[config.mk]
export PLATFORM = sky130hd
export DESIGN_NAME = hblt_row_ram
export DESIGN_NICKNAME = d
export VERILOG_FILES = /design/src/rtl/core/hblt_pkg.sv /design/src/rtl/core/hblt_row_ram.sv
export SDC_FILE = /design/constraint.sdc
export NUM_CORES = 2
export LEC_CHECK = 0
export ABC_CLOCK_PERIOD_IN_PS = 17800
export BUFFER_PORTS_ARGS = -buffer_cell sky130_fd_sc_hd__buf_4
export CAP_MARGIN = 10
export CORE_ASPECT_RATIO = 1.4
export CORE_MARGIN = 2
export CORE_UTILIZATION = 55
export CTS_BUF_LIST = sky130_fd_sc_hd__clkbuf_16
export DETAILED_ROUTE_END_ITERATION = 7
export GPL_TIMING_DRIVEN = 0
export PLACE_DENSITY_LB_ADDON = 0.15
export SETUP_SLACK_MARGIN = 0.02
export SLEW_MARGIN = 20
export SYNTH_ARGS = -nofsm -noshare
export SYNTH_HDL_FRONTEND = slang
export SYNTH_SLANG_ARGS = --single-unit
export TNS_END_PERCENT = 30
[constraint.sdc]
create_clock -name clk -period 17.8 [get_ports clk]
set_input_delay 0 -clock clk [delete_from_list [all_inputs] [get_ports clk]]
set_output_delay 0 -clock clk [all_outputs]
set_load 0.02 [all_outputs]
[src/rtl/core/hblt_pkg.sv]
// ----------------------------------------------------------------------------
// hblt_pkg
// Shared types and sizes for the bucketed hash lookup table.
// ----------------------------------------------------------------------------
`default_nettype none

package hblt_pkg;

  // The bucket count is a power of two, so the bucket is the low key bits.
  localparam int BUCKET_BITS = 4;
  localparam int NUM_BUCKETS = 1 << BUCKET_BITS;
  localparam int WAYS        = 4;
  localparam int KEY_W       = 32;
  localparam int VALUE_W     = 32;

  typedef enum logic {
    CMD_LOOKUP = 1'b0,
    CMD_UPDATE = 1'b1
  } cmd_t;

  typedef logic signed [KEY_W-1:0]   key_t;
  typedef logic signed [VALUE_W-1:0] value_t;
  typedef logic [BUCKET_BITS-1:0]    bucket_t;
  typedef logic [WAYS-1:0]           way_mask_t;

  typedef struct packed {
    key_t   [WAYS-1:0] keys;
    value_t [WAYS-1:0] values;
  } row_t;

  typedef struct packed {
    logic    en;
    bucket_t addr;
    row_t    row;
  } row_wr_t;

  typedef struct packed {
    value_t read_value;
    logic   found;
    logic   status;
  } result_t;

endpackage

`default_nettype wire

[src/rtl/core/hblt_row_ram.sv]
// ----------------------------------------------------------------------------
// hblt_row_ram
// One row per bucket holding all ways; registered read, write-first bypass.
// ----------------------------------------------------------------------------
`default_nettype none

module hblt_row_ram import hblt_pkg::*; (
  input  wire logic    clk,
  input  wire logic    rd_en,
  input  wire bucket_t rd_addr,
  input  wire row_wr_t wr,
  output row_t         rd_data
);

  row_t mem [NUM_BUCKETS];
  row_t rd_data_r;

  always_ff @(posedge clk) begin
    if (wr.en) begin
      mem[wr.addr] <= wr.row;
    end
    if (rd_en) begin
      // A row written in the same cycle is passed straight to the reader.
      if (wr.en && (wr.addr == rd_addr)) begin
        rd_data_r <= wr.row;
      end else begin
        rd_data_r <= mem[rd_addr];
      end
    end
  end

  assign rd_data = rd_data_r;

endmodule

`default_nettype wire

==> results.cfg <==
[run_status]
status = finished clean

[drt]
via_count = 80700
antenna_left = 0
initialDrtViolationCount = 8424
drt-total-wl_um = 412000
wl_per_cell_um = 31.7
routed_via_density = 6.20
drc_errors = 0
drtPass1Iterations = 5

[timing]
finClkSkew_ns = 0.0261
relSlewSlack_pct = 31.8
tightest_slew_ns = 1.02
fin_crit_sh_pct = 18.0
clock.fmax_ghz = 0.312
grt_setup_unrepaired = no
setup_viol = 0
period_minus_slack_ns = 3.20
slew_viol_final = 0
hold_viol_final = 0
timing.hold.ws_ns = 0.0446

[synthesis]
synth_seq_cells = 4352
synth_top_area_cell = edfxtp_1
synth_xor_xnor_area_share_pct = 0.0215
yosysUniqueCellTypes = 21
syn-cell-area_sq_um = 163000
synth_top_area_share_pct = 80.0
synth_warnings = 0
synth.net_count = 7073
muxShareOfSynthArea_pct = 15.9
synth_fa_ha_area_share_pct = 0
syn_inst = 6806
synth_area_leaders = edfxtp_1 (80%), mux4_2 (14%), a22oi_1 (2.4%)
synth_top_family_by_area = multiplexers
ys_seq_area_share_pct = 80.0
synth_compound_area_share_pct = 2.35
synth-simple-area-share_pct = 0.676
synth_area_per_cell_sq_um = 24.0

[clock_tree]
clock-root-buffer = clkbuf_16
clk_pin_slew_ns = 0.06
cts_tree = yes
htreeDepth = 5
numCtsBuffers = 402
clkSinkCount = 4352
clockBufferDepth = 4
insertion_delay_ns = 0.90

[final_layout]
drive_gt1_share_pct = 31.9
layout_commonest_cell = edfxtp_1
layout.area.seq_sq_um = 131000
fin_nets = 9012
syn_to_final_growth_pct = 21.3
fill_cells = 18700
multiInputGateArea_sq_um = 31100
final_area_sq_um = 198000
final_cell_mix = edfxtp_1 (4352), mux4_2 (1024), dlygate4sd3_1 (651)

[worst_setup_path]
r2r_end = rd_data[204]
rrSetupSlack_ns = 15.89
cp-end-kind = register
worstSetupPathType = input port to register
critical_path_required_ns = 18.43
r2r_start = mem[10][204]
worstPathMaxFanout = 10
arrival_ns = 3.83
cp-start-kind = input port
r2r_cells = 4

[floorplanning]
start_util_pct = 55.3
die-area_sq_um = 301000
rows = 236
ioPinCount = 523
die_h_um = 649
die_x_um = 465
core_area_sq_um = 295000

[flow_run]
timing.max_cap.violations = 0

[place]
finalWeightedCongestion = 0.746
dpl_cell_area_sq_um = 179000
io_buffers = 518
dp_hpwl_um = 265000

[min_path]
holdPathStages = 2
min_delay_worst_endpoint = mem[13][104]
min-delay-start = wr[104]
hp-class = input port to register

[grt]
antenna_found_initial = 54
gr-total-overflow = 0
grt_pass1_vias = 84400
grt_max_degree = 79
track_usage_pct = 27.4
grt_pass1_wl_um = 594000

[power_and_ir_drop]
ir_worst_vdd_v = 0.000104
p_leak_nw = 64.8
power_density_nw_per_um2 = 108
## power by group
group          internal, mW  switching, mW  total [mW]
Combinational         0.635          0.796        1.43
Clock                  4.67           3.66        8.33
Sequential             11.6         0.0757        11.6
## metal layers
layer / part of all wire [%] / global-route usage [%] / wire length (um) / up-vias
met5: 0.046 / 0 / 189 / -
met4: 2.9 / 7.66 / 11800 / 28
met3: 7.4 / 4.51 / 30500 / 645
met2: 51 / 46.3 / 211000 / 3412
met1: 39 / 37.3 / 159000 / 43400
li1: - / - / - / 33300
## worst max-delay path, stage by stage
cell	delay [ns]
dlygate4sd3_1	0.53
clkbuf_1	0.48
xnor2_1	0.18
nand2_1	0.09
nor4_2	0.57
buf_2	0.33
buf_2	0.70
buf_2	0.50
mux2_2	0.42
## metrics by stage
step / worst slack (ns) / util [%] / cells / power (mW) / setup TNS, ns
6_report: 14.60 / 67.1 / 13000 / 21.4 / 0
5_1_grt: 14.59 / 67.0 / 13000 / 22.0 / 0
3_5_place_dp: 13.87 / 60.6 / 11600 / 13.2 / 0
4_1_cts: 14.79 / 67.0 / 13000 / 21.5 / 0
3_3_place_gp: -24.03 / 58.3 / 11300 / 13.2 / -
2_1_floorplan: -0.984 / - / 6806 / 12.5 / -503.98
## final cells by class
class	instances	area share, %
tap	3927	2.48
multi-input combinational	2081	15.7
sequential	4352	66.0
clock inverter	299	1.16
antenna	32	0.0404
clock buffer	409	5.17
buffer	373	0.868
timing repair buffer	1535	8.60
## what timing repair did
action,in CTS,in global routing
buffers inserted,0,0
hold buffers,651,0
gates resized for setup,0,0
hold endpoints to repair,4773,0
## cells in the mapped netlist
master	n
buf_2	99
mux4_2	1024
clkbuf_1	197
nor2_1	13
nand3b_1	2
nor3_1	4
nor2b_1	2
nand2b_1	2
or3b_2	1
edfxtp_1	4352
xnor2_1	1
buf_6	4
xor2_1	3
nand3_1	1
buf_4	37
mux2_2	256
nor4_1	1
and2_1	1
nand2_1	258
buf_1	36
a22oi_1	512
## logic make-up (layout without fill, tap and decap cells)
logic type,Yosys count,count (layout)
flip-flops,4352,4352
other,0,32
AO/OA/AOI/OAI,512,512
XOR/XNOR,4,4
multiplexers,1280,1280
buffers and inverters,373,2616
AND/OR/NAND/NOR,285,285
## worst max-delay path by stage
stage / from / end / slack, ns / cells past startpoint
CTS: wr[257] / rd_data[191] / 14.79 / 9
global placement: wr[257] / mem[8][187] / -24.03 / 2
floorplan: wr[257] / mem[4][0] / -0.98 / 2
detailed placement: rd_addr[2] / rd_data[228] / 13.87 / 8
global route: wr[257] / rd_data[191] / 14.59 / 9
finish: wr[257] / rd_data[189] / 14.60 / 9
## sequential cells by signal, indices dropped and copies added (netlist names)
signal   flops
mem       4096
rd_data    256
No activity file was read; power rests on OpenSTA's default activity.
