--- config.mk ---
export PLATFORM = sky130hd
export DESIGN_NAME = hblt_bucket_logic
export DESIGN_NICKNAME = d
export VERILOG_FILES = /design/src/rtl/core/hblt_pkg.sv /design/src/rtl/core/hblt_bucket_logic.sv
export SDC_FILE = /design/constraint.sdc
export NUM_CORES = 1
export LEC_CHECK = 0
export BUFFER_PORTS_ARGS = -buffer_cell sky130_fd_sc_hd__buf_2
export CORE_AREA = 2 2 253 255
export DETAILED_ROUTE_END_ITERATION = 12
export DIE_AREA = 0 0 255 257
export PLACE_DENSITY = 0.32
export SLEW_MARGIN = 15
export SYNTH_ARGS = -nofsm -noshare
export SYNTH_HDL_FRONTEND = slang
export SYNTH_SLANG_ARGS = --single-unit
--- constraint.sdc ---
create_clock -name vclk -period 5.5
set_input_delay 1.375 -clock vclk [all_inputs]
set_output_delay 1.375 -clock vclk [all_outputs]
set_load 0.03 [all_outputs]
--- src/rtl/core/hblt_pkg.sv ---
// ----------------------------------------------------------------------------
// hblt_pkg
// Shared types and sizes for the bucketed hash lookup table.
// ----------------------------------------------------------------------------
`default_nettype none

package hblt_pkg;

  // The bucket count is a power of two, so the bucket is the low key bits.
  localparam int BUCKET_BITS = 4;
  localparam int NUM_BUCKETS = 1 << BUCKET_BITS;
  localparam int WAYS        = 4;
  localparam int KEY_W       = 32;
  localparam int VALUE_W     = 32;

  typedef enum logic {
    CMD_LOOKUP = 1'b0,
    CMD_UPDATE = 1'b1
  } cmd_t;

  typedef logic signed [KEY_W-1:0]   key_t;
  typedef logic signed [VALUE_W-1:0] value_t;
  typedef logic [BUCKET_BITS-1:0]    bucket_t;
  typedef logic [WAYS-1:0]           way_mask_t;

  typedef struct packed {
    key_t   [WAYS-1:0] keys;
    value_t [WAYS-1:0] values;
  } row_t;

  typedef struct packed {
    logic    en;
    bucket_t addr;
    row_t    row;
  } row_wr_t;

  typedef struct packed {
    value_t read_value;
    logic   found;
    logic   status;
  } result_t;

endpackage

`default_nettype wire

--- src/rtl/core/hblt_bucket_logic.sv ---
// ----------------------------------------------------------------------------
// hblt_bucket_logic
// Compares all ways of one bucket and forms the result and the updated row.
// ----------------------------------------------------------------------------
`default_nettype none

module hblt_bucket_logic import hblt_pkg::*; (
  input  wire logic      cmd,
  input  wire key_t      key,
  input  wire value_t    new_value,
  input  wire value_t    miss_value,
  input  wire row_t      row,
  input  wire way_mask_t valid,
  output result_t        result,
  output row_t           row_upd,
  output way_mask_t      valid_upd,
  output logic           wr_en
);

  way_mask_t hit_oh;
  way_mask_t free_oh;
  logic      hit;
  logic      free;
  value_t    hit_value;

  always_comb begin
    hit       = 1'b0;
    free      = 1'b0;
    hit_oh    = '0;
    free_oh   = '0;
    hit_value = '0;
    for (int w = 0; w < WAYS; w++) begin
      if (valid[w]) begin
        if (!hit && (row.keys[w] == key)) begin
          hit       = 1'b1;
          hit_oh[w] = 1'b1;
        end
      end else if (!free) begin
        free       = 1'b1;
        free_oh[w] = 1'b1;
      end
    end
    for (int w = 0; w < WAYS; w++) begin
      hit_value = hit_value | (row.values[w] & {VALUE_W{hit_oh[w]}});
    end
  end

  always_comb begin
    row_upd   = row;
    valid_upd = valid;
    for (int w = 0; w < WAYS; w++) begin
      if (hit_oh[w]) begin
        row_upd.values[w] = new_value;
      end else if (!hit && free_oh[w]) begin
        row_upd.keys[w]   = key;
        row_upd.values[w] = new_value;
        valid_upd[w]      = 1'b1;
      end
    end
  end

  always_comb begin
    wr_en  = 1'b0;
    result = '0;
    if (cmd == CMD_UPDATE) begin
      wr_en         = hit || free;
      result.found  = hit;
      result.status = !hit && !free;
    end else begin
      result.found      = hit;
      result.read_value = hit ? hit_value : miss_value;
    end
  end

endmodule

`default_nettype wire

==> results.tsv, run 1 <==
stage	metric	value	unit
worst_setup_path	critical path class	primary input to output pin	
global_routing	GRT Util Overall	18.32	%
drt	DR vias/cell	4.205	
drt	Wirelength per Cell	27.22	µm
worst_setup_path	Critical Path Stages	16	
yosys	Distinct cells, synth	41	
yosys	Post-Syn Area per Cell	7.954	µm²
sta	worst slew pin tran	0.7021	ns
worst_setup_path	Worst Path Arrival	4.17	ns
die	Ports	652	
sta	setup_tns	-0.08507	ns
power	clock share of power	0	%
power	sequential share of power	0	%
yosys	Synth top area share	25.17	%
yosys	post-synthesis sequential area ratio	0	%
placement	port bufs	652	
die	Core ar.	62740	µm²
sta	Max Fclk	180.5	MHz
drt	DRC viols	0	
placement	routability cong.	0.9004	
drt	1st-iter DRT viols	393	
sta	final setup violating endpoints	5	
power	static leakage	0.007942	µW
min_path	worst hold path type	primary input to output pin	
global_routing	number of global-route vias before repair	10860	
sta	unrepaired setup endpoints after global routing	yes	
worst_setup_path	CP Launch Point	key[7]	
flow_run	max cap viols	0	
power	net switching power figure	873.3	µW
yosys	most frequent cell after synthesis	mux2_2	
power	PD cells	100.9	nW/µm²
worst_setup_path	crit-path cells	buf_12, buf_8, xor2_4, nor4_2, nand4_1, buf_4, buf_6, nor4_4, buf_4, or4b_4, buf_6, nor2_4, buf_12, buf_12, mux2_1, buf_4	
die	die area	65540	µm²
layout	Register Area	0	µm²
yosys	Synth Cell Area	6442	µm²
die	Die Y	257	µm
power	combinational share of power	100.0	%
min_path	Worst Min Path Start	row[119]	
layout	clkbuf count	0	
layout	share of cells above drive strength 1	78.30	%
global_routing	first-pass GRT wire length	85010	µm
yosys	Post-Syn Nets	1167	
layout	Final nets	1958	
sta	fin crit share	100.7	%
yosys	Syn Inst Count	810	
drt	DRT Pass-1 Iters	4	
yosys	cell taking the most area after synthesis	mux2_2	
power	Int Pwr	791.3	µW
power	Worst VDD drop	50.12	µV
worst_setup_path	Critical Path Source Type	primary input	
worst_setup_path	Critical-path top delay cell	or4b_4	
sta	endpoints failing hold	0	
layout	Area growth, synth to finish	156.2	%
layout	FF+latch count	0	
sta	min Tclk post-route	5.540	ns
power	Design Power	1665	µW
yosys	synth warn	0	
yosys	largest cells by area after synthesis	mux2_2, mux2_1, xor2_1	
worst_setup_path	CP bufs+invs	9	
drt	via count	10300	
die	Die X	255	µm
drt	ANT nets after route	0	
global_routing	GRT overflow	0	
sta	post-route setup slack	-0.04001	ns
global_routing	largest net degree at the start of global routing	35	
sta	Pins Over Slew Limit	0	
worst_setup_path	CP Max Fanout	8	
placement	DP Wirelength	48110	µm
worst_setup_path	CP top delay family	buffers and inverters	
drt	final WL	66670	µm
die	Core Rows	92	
power	Sw Ratio	52.46	%
worst_setup_path	crit end category	output pin	
worst_setup_path	worst setup path endpoint	row_upd[229]	
outcome	outcome	finished, violations left	
sta	Slew headroom	53.20	%
die	Initial Util	10.27	%
yosys	Commonest cells post-synth	mux2_2, xor2_1, mux2_1	
outcome	violated checks	setup timing	
worst_setup_path	Crit path required time	4.12	ns
global_routing	antenna violations before repair	9	
worst_setup_path	biggest cell delay along the critical path	0.57	ns
## metrics by stage
stage	hold WS (ns)	instance area, µm²	worst slack [ns]	utilization, %	instances
2_1_floorplan	2.931	6449	0.1511	-	810
3_3_place_gp	3.140	11740	-1.176	18.71	2367
3_5_place_dp	3.137	11750	-0.7221	18.72	2367
4_1_cts	3.098	14960	-0.2206	23.85	2425
5_1_grt	3.106	16500	-0.09142	26.30	2447
6_report	3.096	16500	-0.04001	26.31	2449
## power by group through the flow
stage,Clock (µW),Sequential [µW],Combinational (µW)
after global placement,0,0,1230
final,0.0000979,0,1660
after CTS,0,0,1520
after floorplan,0,0,658
after global routing,0.0000489,0,1730
after detailed placement,0,0,1220
## logic make-up (layout without fill, tap and decap cells)
kind of cell              after synthesis  in the layout  synth area share, %
and+or+nand+nor                       230            231                17.85
xor gates and xnor gates              127            127                17.27
other                                   0              4                    0
buffers and inverters                  94            882                7.574
AOI/OAI and AO/OA                     104            104                12.16
muxes                                 255            255                45.15
## final cells by class
class | count | area (µm²)
fill | 6749 | 46230
timing repair buffer | 880 | 7949
multi-input combinational | 717 | 7478
tap | 846 | 1059
antenna | 4 | 10.01
inverter | 2 | 7.507
## placed cells by master (no fill, tap or decap), types with 13 or more instances in the layout
master    count
buf_2       347
mux2_2       37
buf_4       161
nand3_1      35
nor4_1       17
xor2_2       13
nor2_1       26
nor4_2       14
nand2_1      66
mux2_4      211
buf_16       20
a31oi_1      23
a31o_2       28
buf_6       293
xor2_1       96
buf_12       37
o21bai_1     27
## per-layer routing
| layer | track usage, % | up-vias | share of wire, % |
|---|---|---|---|
| met5 | 0 | - | 0.090 |
| met4 | 4.402 | 10 | 3.4 |
| met3 | 3.085 | 103 | 6.2 |
| met2 | 35.78 | 544 | 53 |
| met1 | 20.12 | 5096 | 38 |
| li1 | - | 4545 | - |
## timing repair
| item | 4_1_cts | 5_1_grt |
|---|---|---|
| gates resized for setup | 656 | 382 |
| cloned | 28 | 10 |
| setup endpoints to repair | 295 | 294 |
| pin swaps | 27 | 33 |
| hold buffers | 0 | 0 |
| setup buffers | 33 | 27 |
## worst min-delay path by stage
stage | end | slack, ns | cells after the start
finish | row_upd[119] | 3.10 | 3
global placement | row_upd[214] | 3.14 | 3
floorplan | row_upd[139] | 2.93 | 1
CTS | row_upd[125] | 3.10 | 3
global route | row_upd[119] | 3.11 | 3
detailed placement | row_upd[8] | 3.14 | 3
Power figures use the tool's default switching activity.
==> run 2, diff against run 1 <==
--- a/config.mk
+++ b/config.mk
@@ -6,10 +6,12 @@
 export NUM_CORES = 1
 export LEC_CHECK = 0
 export BUFFER_PORTS_ARGS = -buffer_cell sky130_fd_sc_hd__buf_2
-export CORE_AREA = 2 2 253 255
+export CELL_PAD_IN_SITES_DETAIL_PLACEMENT = 1
+export CELL_PAD_IN_SITES_GLOBAL_PLACEMENT = 1
+export CORE_AREA = 2 2 251 253
 export DETAILED_ROUTE_END_ITERATION = 12
-export DIE_AREA = 0 0 255 257
-export PLACE_DENSITY = 0.32
+export DIE_AREA = 0 0 253 255
+export PLACE_DENSITY = 0.44
 export SLEW_MARGIN = 15
 export SYNTH_ARGS = -nofsm -noshare
 export SYNTH_HDL_FRONTEND = slang
==> results.tsv, run 2 (same netlist as run 1, synthesis figures left out) <==
stage	metric	value	unit
outcome	outcome	finished, violations left	
outcome	violated checks	setup timing	
global_routing	first-pass GRT wire length	82300	µm
power	sequential share of power	0	%
drt	ANT nets after route	0	
sta	Max Fclk	177.2	MHz
worst_setup_path	Critical-path top delay cell	or4_4	
power	clock share of power	0	%
worst_setup_path	Critical Path Stages	12	
sta	Slew headroom	52.56	%
global_routing	antenna violations before repair	9	
power	Worst VDD drop	44.89	µV
global_routing	GRT overflow	0	
layout	Area growth, synth to finish	153.3	%
drt	1st-iter DRT viols	509	
power	PD cells	102.7	nW/µm²
layout	clkbuf count	0	
layout	Filler cells	7224	
layout	most common library cell in the layout ignoring fill and taps	buf_2	
die	Ports	652	
min_path	worst hold stages	3	
drt	final WL	68520	µm
die	Die Y	255	µm
placement	port bufs	652	
sta	final setup violating endpoints	132	
layout	Final nets	1959	
worst_setup_path	CP bufs+invs	6	
worst_setup_path	Worst Path Arrival	4.27	ns
clocking	# hold bufs at CTS	0	
drt	via count	10250	
worst_setup_path	crit end category	output pin	
die	Initial Util	10.36	%
drt	DRC viols	0	
worst_setup_path	CP dominant cell by count	buf_16	
layout	share of cells above drive strength 1	79.19	%
placement	DP Wirelength	49640	µm
sta	worst slew pin tran	0.7116	ns
layout	Register Area	0	µm²
layout	commonest non-fill, non-tap cells in the layout	buf_2, buf_6, mux2_4	
drt	Wirelength per Cell	28.49	µm
worst_setup_path	CP Launch Point	row[129]	
die	Die X	253	µm
die	Core ar.	62160	µm²
flow_run	max cap viols	0	
sta	post-route setup slack	-0.1437	ns
worst_setup_path	critical path class	primary input to output pin	
worst_setup_path	Critical Path Source Type	primary input	
power	net switching power figure	907.1	µW
layout	FF+latch count	0	
sta	setup_tns	-7.016	ns
power	Sw Ratio	54.11	%
sta	unrepaired setup endpoints after global routing	yes	
power	Int Pwr	769.1	µW
drt	DRT Pass-1 Iters	5	
power	combinational share of power	100.0	%
global_routing	largest net degree at the start of global routing	35	
power	Design Power	1676	µW
min_path	worst hold path type	primary input to output pin	
worst_setup_path	biggest cell delay along the critical path	0.65	ns
worst_setup_path	CP Max Fanout	8	
sta	min Tclk post-route	5.644	ns
worst_setup_path	worst setup path endpoint	row_upd[4]	
layout	final core occ	26.25	%
sta	fin crit share	102.6	%
power	static leakage	0.007882	µW
global_routing	number of global-route vias before repair	10810	
die	Core Rows	92	
sta	Worst Hold Slack	3.099	ns
worst_setup_path	CP top delay family	simple AND/OR/NAND/NOR gates	
sta	endpoints failing hold	0	
sta	Pins Over Slew Limit	0	
drt	DR vias/cell	4.261	
worst_setup_path	crit-path cells	buf_8, xor2_4, nor4_4, buf_4, nand4_1, or4_4, buf_16, o21a_4, buf_12, buf_16, mux2_4, buf_6	
die	die area	64520	µm²
global_routing	GRT Util Overall	17.85	%
worst_setup_path	Crit path required time	4.12	ns
placement	routability cong.	0.9369	
[run 2: changes by cell type in the layout (fill, tap and decap cells not counted), moves of 5 or more]
cell    before  now
nor4_2      14    8
mux2_2      37   42
buf_12      37   32
buf_2      347  380
mux2_4     211  205
xor2_4       6   11
nor2_1      26   31
buf_4      161  169
buf_6      293  262
xor2_1      96   77
xor2_2      13   27
buf_16      20   12
[run 2: worst min path at each step]
| stage | startpoint | to | slack, ns |
|---|---|---|---|
| 2_1_floorplan | row[139] | row_upd[139] | 2.93 |
| 3_3_place_gp | row[225] | row_upd[225] | 3.14 |
| 3_5_place_dp | row[3] | row_upd[3] | 3.14 |
| 4_1_cts | row[3] | row_upd[3] | 3.10 |
| 5_1_grt | row[116] | row_upd[116] | 3.11 |
| 6_report | row[66] | row_upd[66] | 3.10 |
[run 2: what timing repair did]
action	CTS	global route
setup buffers	25	29
gates resized for setup	432	629
cloned	16	15
setup endpoints to repair	295	290
pin swaps	22	42
[run 2: power groups by stage]
| stage | clock network [µW] | registers [µW] | logic, µW |
|---|---|---|---|
| 6_report | 0.000144 | 0 | 1680 |
| 5_1_grt | 0.0000730 | 0 | 1740 |
| 4_1_cts | 0 | 0 | 1450 |
| 3_5_place_dp | 0 | 0 | 1230 |
| 3_3_place_gp | 0 | 0 | 1220 |
| 2_1_floorplan | 0 | 0 | 658 |
[run 2: routing by layer]
layer	global-route usage (%)	vias to the layer above	wire, µm
met2	34.65	533	35700
met3	2.888	71	3997
li1	-	4524	-
met4	3.128	2	1638
met5	0	-	9
met1	20.54	5118	27180
[run 2: through the flow]
stage | instance area (µm²) | setup WS, ns | instances
global route | 16310 | -0.2002 | 2402
finish | 16320 | -0.1437 | 2405
detailed placement | 11680 | -0.8067 | 2328
global placement | 11670 | -1.183 | 2328
floorplan | 6449 | 0.1511 | 810
CTS | 13930 | -0.2203 | 2369
[run 2: final cells by class]
class | count | area (µm²) | area share, %
timing repair buffer | 881 | 7565 | 46.36
antenna | 6 | 15.01 | 0.09202
inverter | 2 | 7.507 | 0.04601
tap | 799 | 999.7 | 6.127
multi-input combinational | 717 | 7730 | 47.37
